===== src/design/aes128_pkg.sv =====
// Shared types and the S-box for the AES-128 encryption block.
// No dependencies.
package aes128_pkg;

  // 128-bit block, byte 0 in bits 127:120
  typedef logic [127:0] block_t;
  typedef logic [31:0]  aes_word_t;

  localparam int unsigned Rounds = 10;

  localparam logic [7:0] SBOX [256] = '{
    8'h63,8'h7c,8'h77,8'h7b,8'hf2,8'h6b,8'h6f,8'hc5,8'h30,8'h01,8'h67,8'h2b,8'hfe,8'hd7,8'hab,8'h76,
    8'hca,8'h82,8'hc9,8'h7d,8'hfa,8'h59,8'h47,8'hf0,8'had,8'hd4,8'ha2,8'haf,8'h9c,8'ha4,8'h72,8'hc0,
    8'hb7,8'hfd,8'h93,8'h26,8'h36,8'h3f,8'hf7,8'hcc,8'h34,8'ha5,8'he5,8'hf1,8'h71,8'hd8,8'h31,8'h15,
    8'h04,8'hc7,8'h23,8'hc3,8'h18,8'h96,8'h05,8'h9a,8'h07,8'h12,8'h80,8'he2,8'heb,8'h27,8'hb2,8'h75,
    8'h09,8'h83,8'h2c,8'h1a,8'h1b,8'h6e,8'h5a,8'ha0,8'h52,8'h3b,8'hd6,8'hb3,8'h29,8'he3,8'h2f,8'h84,
    8'h53,8'hd1,8'h00,8'hed,8'h20,8'hfc,8'hb1,8'h5b,8'h6a,8'hcb,8'hbe,8'h39,8'h4a,8'h4c,8'h58,8'hcf,
    8'hd0,8'hef,8'haa,8'hfb,8'h43,8'h4d,8'h33,8'h85,8'h45,8'hf9,8'h02,8'h7f,8'h50,8'h3c,8'h9f,8'ha8,
    8'h51,8'ha3,8'h40,8'h8f,8'h92,8'h9d,8'h38,8'hf5,8'hbc,8'hb6,8'hda,8'h21,8'h10,8'hff,8'hf3,8'hd2,
    8'hcd,8'h0c,8'h13,8'hec,8'h5f,8'h97,8'h44,8'h17,8'hc4,8'ha7,8'h7e,8'h3d,8'h64,8'h5d,8'h19,8'h73,
    8'h60,8'h81,8'h4f,8'hdc,8'h22,8'h2a,8'h90,8'h88,8'h46,8'hee,8'hb8,8'h14,8'hde,8'h5e,8'h0b,8'hdb,
    8'he0,8'h32,8'h3a,8'h0a,8'h49,8'h06,8'h24,8'h5c,8'hc2,8'hd3,8'hac,8'h62,8'h91,8'h95,8'he4,8'h79,
    8'he7,8'hc8,8'h37,8'h6d,8'h8d,8'hd5,8'h4e,8'ha9,8'h6c,8'h56,8'hf4,8'hea,8'h65,8'h7a,8'hae,8'h08,
    8'hba,8'h78,8'h25,8'h2e,8'h1c,8'ha6,8'hb4,8'hc6,8'he8,8'hdd,8'h74,8'h1f,8'h4b,8'hbd,8'h8b,8'h8a,
    8'h70,8'h3e,8'hb5,8'h66,8'h48,8'h03,8'hf6,8'h0e,8'h61,8'h35,8'h57,8'hb9,8'h86,8'hc1,8'h1d,8'h9e,
    8'he1,8'hf8,8'h98,8'h11,8'h69,8'hd9,8'h8e,8'h94,8'h9b,8'h1e,8'h87,8'he9,8'hce,8'h55,8'h28,8'hdf,
    8'h8c,8'ha1,8'h89,8'h0d,8'hbf,8'he6,8'h42,8'h68,8'h41,8'h99,8'h2d,8'h0f,8'hb0,8'h54,8'hbb,8'h16
  };

  function automatic logic [7:0] sbox(input logic [7:0] a);
    return SBOX[a];
  endfunction

  // Byte n of a block (n = 0 is the top byte)
  function automatic logic [7:0] byte_of(input block_t b, input int unsigned n);
    return b[127 - 8*n -: 8];
  endfunction

endpackage


===== src/design/aes128_round.sv =====
// One AES round: SubBytes, ShiftRows, optional MixColumns, AddRoundKey.
// Depends on aes128_pkg.
module aes128_round (
  input  aes128_pkg::block_t state_in,
  input  aes128_pkg::block_t round_key,
  input  logic               last,
  output aes128_pkg::block_t state_out
);

  function automatic logic [7:0] xtime(input logic [7:0] v);
    return {v[6:0], 1'b0} ^ (v[7] ? 8'h1b : 8'h00);
  endfunction

  aes128_pkg::block_t shifted;
  aes128_pkg::block_t mixed;

  // SubBytes and ShiftRows: byte r of column c comes from column c+r
  always_comb begin
    for (int c = 0; c < 4; c++) begin
      for (int r = 0; r < 4; r++) begin
        shifted[127 - 8*(r + 4*c) -: 8] =
          aes128_pkg::sbox(aes128_pkg::byte_of(state_in, r + 4*((c + r) % 4)));
      end
    end
  end

  // MixColumns, one column at a time
  always_comb begin
    logic [7:0] a0, a1, a2, a3, all;
    for (int c = 0; c < 4; c++) begin
      a0  = aes128_pkg::byte_of(shifted, 4*c);
      a1  = aes128_pkg::byte_of(shifted, 4*c + 1);
      a2  = aes128_pkg::byte_of(shifted, 4*c + 2);
      a3  = aes128_pkg::byte_of(shifted, 4*c + 3);
      all = a0 ^ a1 ^ a2 ^ a3;
      mixed[127 - 32*c -: 32] = {a0 ^ all ^ xtime(a0 ^ a1),
                                 a1 ^ all ^ xtime(a1 ^ a2),
                                 a2 ^ all ^ xtime(a2 ^ a3),
                                 a3 ^ all ^ xtime(a3 ^ a0)};
    end
  end

  // Final round skips MixColumns
  assign state_out = (last ? shifted : mixed) ^ round_key;

endmodule


===== config.mk =====
export PLATFORM = sky130hd
export DESIGN_NAME = aes128_round
export DESIGN_NICKNAME = d
export VERILOG_FILES = /design/src/design/aes128_pkg.sv /design/src/design/aes128_round.sv
export SDC_FILE = /design/constraint.sdc
export NUM_CORES = 2
export LEC_CHECK = 0
export BUFFER_PORTS_ARGS = -buffer_cell sky130_fd_sc_hd__clkbuf_2
export CORE_MARGIN = 5
export CORE_UTILIZATION = 27
export DETAILED_ROUTE_END_ITERATION = 6
export PLACE_DENSITY = 0.46
export SLEW_MARGIN = 20
export SYNTH_ARGS = -nofsm -noshare
export SYNTH_HDL_FRONTEND = slang
export SYNTH_SLANG_ARGS = --single-unit
export TNS_END_PERCENT = 20

===== constraint.sdc =====
create_clock -name vclk -period 9.8
set_clock_uncertainty 0.1 [all_clocks]
set_input_delay 1.96 -clock vclk [all_inputs]
set_output_delay 1.96 -clock vclk [all_outputs]
set_load 0.02 [all_outputs]

# Word-level counts from Yosys, hierarchy flattened
# Memories as Yosys holds them, arrays and structs flattened.
# Cells that the tools add are included.
# op_classes
muxes	49
magnitude_cmp	16
n_bitwise	89
# ops
op	count
bitwise XOR 8 bit	56
2-to-1 mux 8 bit	32
greater-or-equal comparator 9 bit (second input constant)	16
NOT 8 -> 9 bit	16
2-to-1 mux 128 bit	1
bitwise XOR 128 bit	1
bitwise XOR 8 x 5 -> 8 bit	16
2-to-1 mux 5 bit	16
# word_totals
regBits	0
romBits	32768
n_memories	16
# mem_list
memory	words	word_bits	read_ports	rd_ports_with_merged_regs	write_ports	line	rtl
(no name shown)	256	8	1	0	0	aes128_pkg.sv:31	return SBOX[a];
(no name shown)	256	8	1	0	0	aes128_pkg.sv:31	
(no name shown)	256	8	1	0	0	aes128_pkg.sv:31	
(no name shown)	256	8	1	0	0	aes128_pkg.sv:31	
(no name shown)	256	8	1	0	0	aes128_pkg.sv:31	
(no name shown)	256	8	1	0	0	aes128_pkg.sv:31	
+10 memories	--	--	--	--	--	--	

# Depth between registers and ports, before layout
# logic_depth
ltp_word	11
depth_mapped	17
ltp_nobuf	12

# Worst setup path after synthesis
# No wires, ideal clock.
# synth_timing
path_type	input -> output
startpoint	input port state_in[73]
endpoint	output port state_out[19]
path_stages	16
t_required_ps	7740
setup_slack_ps	1422
arrival_time_ps	6318
cell_sequence	buf_2 > clkbuf_1 > clkbuf_1 > inv_1 > ha_1 > clkbuf_1 > nand2_1 > a21oi_1 > a31oi_1 > mux4_2 > mux4_2 > xnor2_2 > xnor3_1 > xnor3_1 > mux2i_1 > xor2_1
# synth_between
elab_chain_len	10
elab_cells_between_ends	13
classes_between	mux (4); bitwise (8); memory (1)
# synth_lines
element	line	rtl
start, declared	aes128_round.sv:4	input aes128_pkg::block_t state_in,
NOT 8 -> 9 bit (not written as such) (*)	aes128_pkg.sv:31	
memory (256 x 8 bit) (*)	--	
2-to-1 mux 8 bit (not written as such) (*) (2 in a row)	aes128_pkg.sv:31	
bitwise XOR 8 bit, on equally long branches	aes128_round.sv:35, aes128_round.sv:37	
bitwise XOR 8 bit / 2-to-1 mux 5 bit (equally long branches)	aes128_round.sv:35, aes128_round.sv:11	
bitwise XOR 8 bit / bitwise XOR 8 x 5 -> 8 bit (equally long branches)	aes128_round.sv:37, aes128_round.sv:11	
bitwise XOR 8 bit (*)	aes128_round.sv:37	a1 ^ all ^ xtime(a1 ^ a2),
2-to-1 mux 128 bit (*)	aes128_round.sv:44	assign state_out = (last ? shifted : mixed) ^ round_key;
bitwise XOR 128 bit (*)	aes128_round.sv:44	
end, declared	aes128_round.sv:7	output aes128_pkg::block_t state_out
# Mark *: on every way between the ends. The rest lies on a longest branch, timed or not. The select of a mux whose other input is x is not followed.

# Worst setup path after layout
# layout_timing
startpoint	input port state_in[1]
endpoint	output port state_out[99]
# layout_between
elab_chain_len	10
elab_cells_between_ends	12
classes_between	mux (4); bitwise (7); memory (1)
# layout_lines
element	line	rtl
NOT 8 -> 9 bit (not written as such) (*)	aes128_pkg.sv:31	
memory (256 x 8 bit) (*)	--	
2-to-1 mux 8 bit (not written as such) (*) (2 in a row)	aes128_pkg.sv:31	
bitwise XOR 8 bit	aes128_round.sv:39	a3 ^ all ^ xtime(a3 ^ a0)};
2-to-1 mux 5 bit	aes128_round.sv:11	return {v[6:0], 1'b0} ^ (v[7] ? 8'h1b : 8'h00);
bitwise XOR 8 x 5 -> 8 bit	aes128_round.sv:11	
bitwise XOR 8 bit	aes128_round.sv:39	
2-to-1 mux 128 bit (*)	aes128_round.sv:44	
bitwise XOR 128 bit (*)	aes128_round.sv:44	
# Marked as above.

==> impl_table.tex <==
\begin{tabular}{lr}
\hline
Metric & Value \\
\hline
\multicolumn{2}{l}{\textbf{Yosys}} \\
\quad Number of instances in the synthesized netlist & between 9000 and 10000 \\
\quad Area share of the largest cell type after synthesis & roughly a tenth \\
\quad Cell type with the largest total area after synthesis & sky130\_fd\_sc\_hd\_\_mux4\_2 \\
\quad Yosys synthesis warning count & 0 \\
\quad Proportion of synthesized chip area in sequential cells & 0\% \\
\quad Number of nets produced by synthesis & around 9600 \\
\quad Synth top area cells & sky130\_fd\_sc\_hd\_\_mux4\_2 9.9\%, sky130\_fd\_sc\_hd\_\_o21ai\_0 5.6\%, sky130\_fd\_sc\_hd\_\_a21oi\_1 5.0\%, sky130\_fd\_sc\_hd\_\_ha\_1 4.8\%, sky130\_fd\_sc\_hd\_\_nand2\_1 4.2\% \\
\quad Yosys cell types & about 120 \\
\quad Cell area after synthesis & 62400 um2 \\
\quad Synth Area per Inst & 6.86 um2 \\
\multicolumn{2}{l}{\textbf{Global route}} \\
\quad Total global routing overflow & 0 \\
\quad Number of antenna violations at the first check in global routing & 24 \\
\quad Global-route wire length before repair & about 490 mm \\
\quad Pin count of the biggest net entering global routing & 133 \\
\quad Vias in the first global route & a little over 70000 \\
\quad Global router's overall resource usage & about a quarter \\
\multicolumn{2}{l}{\textbf{Worst setup path}} \\
\quad Kind of capture point of the worst setup path & primary output \\
\quad Setup crit start kind & primary input \\
\quad Required @ worst endpoint & 7740 ps \\
\quad Library cell contributing the largest single delay on the critical path & sky130\_fd\_sc\_hd\_\_ha\_1 \\
\quad Max incr delay on CP & between 800 and 900 ps \\
\quad Family with the most delay on the worst path & compound AO/OA/AOI/OAI gates \\
\quad Crit path top cell by count & sky130\_fd\_sc\_hd\_\_xnor2\_1 \\
\quad Largest fanout on the critical path & 21 \\
\quad Critical path data arrival time & a little over 7000 ps \\
\quad Number of buffers and inverters on the critical path & 4 \\
\quad Setup CP Type & primary input to primary output \\
\quad Worst-path cell chain & clkbuf\_2 > inv\_1 > ha\_1 > nand2b\_1 > o211ai\_1 > a311o\_1 > o31a\_1 > a221oi\_1 > buf\_4 > xnor2\_1 > xnor2\_1 > xnor3\_1 > o21ai\_1 > xnor2\_1 > clkbuf\_2 \\
\multicolumn{2}{l}{\textbf{Placed design}} \\
\quad Total placed cells including tap cells & between 10000 and 15000 \\
\quad Buffers added on ports & 385 \\
\quad Placer's final routability congestion estimate & 1.01 \\
\quad Final HPWL from detailed placement & $\sim$240 mm \\
\multicolumn{2}{l}{\textbf{Clock network}} \\
\quad Count of hold buffers inserted by post-cts repair & 0 \\
\quad Number of cells upsized or downsized after cts & 0 \\
\quad Post-CTS Setup Bufs & 0 \\
\multicolumn{2}{l}{\textbf{Drt}} \\
\quad Detail Route Antenna Nets & 0 \\
\quad Routed wire length per instance & 28.0 um \\
\quad Vias & a little under 80000 \\
\quad Residual DRC count & 11 \\
\quad Initial DRC count & 13800 \\
\quad Final routed wirelength across all metal layers & 327 mm \\
\quad Via count normalized by instance count & $\sim$6.7 \\
\quad First-pass iteration count of the detailed router & 7 \\
\multicolumn{2}{l}{\textbf{Worst hold path}} \\
\quad Worst hold path class & primary input to primary output \\
\multicolumn{2}{l}{\textbf{Timing}} \\
\quad Final hold violations & 0 \\
\quad Unrepaired setup endpoints after global routing & no \\
\quad Worst slew slack as a fraction of its limit & a little under a quarter \\
\quad Final clock period utilization by the worst path & a little over nine tenths \\
\quad Actual slew at the worst max-slew pin & approximately 1100 ps \\
\quad Final total negative setup slack & 0 ps \\
\quad Max Clk Rate & around 0.11 GHz \\
\quad Post-route minimum period & a little over 9000 ps \\
\quad Number of setup violations in the final report & 0 \\
\quad Final Max Tran Viols & 0 \\
\multicolumn{2}{l}{\textbf{Final layout}} \\
\quad Sequential cell count & 0 \\
\quad Layout net count & around 9000 \\
\quad Sequential standard cell area & 0 um2 \\
\quad Fraction of final layout cells sized beyond drive strength 1 & between 10\% and 20\% \\
\quad Fill count & 25400 \\
\quad Most common cell after layout, fill and taps aside & sky130\_fd\_sc\_hd\_\_o21ai\_0 \\
\quad Layout Area Growth over Synthesis & 5.17\% \\
\quad Clkbuf count & 0 \\
\quad Top library cells by usage in the layout, fill and taps aside & 693 x sky130\_fd\_sc\_hd\_\_o21ai\_0, 690 x sky130\_fd\_sc\_hd\_\_nand2\_1, 666 x sky130\_fd\_sc\_hd\_\_nor2\_1, 618 x sky130\_fd\_sc\_hd\_\_a21oi\_1, 352 x sky130\_fd\_sc\_hd\_\_clkbuf\_2 \\
\quad Area taken by multi-input logic gates & about 56000 um2 \\
\quad Final standard cell count with taps included and fillers excluded & about 12000 \\
\multicolumn{2}{l}{\textbf{Floorplanning}} \\
\quad Top-level port count & roughly 390 \\
\quad Starting utilization of the core area & between 20\% and 30\% \\
\quad Area inside the core boundary & about 230000 um2 \\
\quad Floorplan die area & roughly 240000 um2 \\
\quad Chip Width & around 500 um \\
\quad Number of standard-cell rows in the floorplan & around 180 \\
\quad Die Height & between 400 and 500 um \\
\multicolumn{2}{l}{\textbf{Flow run}} \\
\quad Max-cap violation count & 0 \\
\multicolumn{2}{l}{\textbf{Status}} \\
\quad Violated checks & design-rule violations \\
\quad Run status & complete, but fails checks \\
\multicolumn{2}{l}{\textbf{Power and ir drop}} \\
\quad Leakage power of the design & approximately 24 nW \\
\quad Cell area power density & about 90 nW/um2 \\
\quad VDD IR-drop max & between 0.0001 and 0.00015 V \\
\hline
\end{tabular}
per-stage QoR:
stage | instance area [um2] | hold slack [ps] | utilization, % | power [mW] | worst slack, ps
floorplan | 62400 | 3950 | - | 4.07 | 1420
global placement | 65600 | 4110 | 28.5 | 5.94 | 493
detailed placement | 65600 | 4110 | 28.5 | 5.89 | 467
CTS | 65600 | 4110 | 28.5 | 5.92 | 460
global route | 65600 | 4120 | 28.5 | 6.33 | 367
finish | 65600 | 4100 | 28.5 | 6.00 | 605
synthesized netlist by cell type (68+ instances only):
library cell	instances
sky130_fd_sc_hd__o21ai_0	694
sky130_fd_sc_hd__nand2_1	690
sky130_fd_sc_hd__nor2_1	666
sky130_fd_sc_hd__a21oi_1	618
sky130_fd_sc_hd__clkbuf_1	605
sky130_fd_sc_hd__buf_2	353
sky130_fd_sc_hd__nand2b_1	342
sky130_fd_sc_hd__nor3_1	325
sky130_fd_sc_hd__nor2b_1	308
sky130_fd_sc_hd__mux4_2	274
sky130_fd_sc_hd__nand3_1	260
sky130_fd_sc_hd__xnor2_1	250
sky130_fd_sc_hd__ha_1	237
sky130_fd_sc_hd__a211oi_1	195
sky130_fd_sc_hd__mux2i_1	190
sky130_fd_sc_hd__a311oi_1	187
sky130_fd_sc_hd__a31oi_1	185
sky130_fd_sc_hd__inv_1	168
sky130_fd_sc_hd__o211ai_1	167
sky130_fd_sc_hd__xor2_1	158
sky130_fd_sc_hd__o311ai_0	152
sky130_fd_sc_hd__buf_1	114
sky130_fd_sc_hd__o31ai_1	114
sky130_fd_sc_hd__and2_1	102
sky130_fd_sc_hd__or2_2	91
sky130_fd_sc_hd__a221oi_1	83
sky130_fd_sc_hd__xnor3_1	79
sky130_fd_sc_hd__nor3b_1	68
cells by family (layout without fill, tap and decap cells):
| logic type | after synthesis | in the layout | synth area share [%] |
|---|---|---|---|
| compound gates | 3317 | 3317 | 37.0 |
| buf+inv | 1354 | 915 | 9.44 |
| xor+xnor | 506 | 506 | 9.22 |
| other cells | 0 | 12 | 0 |
| mux | 526 | 526 | 14.1 |
| fa+ha+maj | 237 | 237 | 4.75 |
| simple gates | 3159 | 3159 | 25.5 |
report_power, final:
group           total (mW)  switching [mW]  internal, mW  leakage [nW]
Sequential               0               0             0             0
Clock          0.000000145               0   0.000000145     0.0000761
Combinational         6.00            3.65          2.35          24.0
layout make-up:
type                       instances  share of cell area (%)
tap                             3026                    5.77
antenna                           12                  0.0458
inverter                         208                    1.19
multi-input combinational       7745                    86.1
timing repair buffer             707                    6.87
per-layer routing:
| metal | part of all wire (%) | up-vias | GRT usage, % | wire length (um) |
|---|---|---|---|---|
| li1 | - | 33800 | - | - |
| met1 | 39 | 37600 | 34.1 | 129000 |
| met2 | 44 | 6096 | 39.6 | 145000 |
| met3 | 11 | 1055 | 3.91 | 35700 |
| met4 | 5.3 | 24 | 10.1 | 17200 |
| met5 | 0.043 | - | 0 | 140 |
path summary, 6_finish.rpt:
check                           end           from  cells after the start
worst max-delay path  state_out[99]    state_in[1]                     15
worst min-delay path  state_out[19]  round_key[19]                      3
Note: power is estimated with default switching activity, not from simulation.
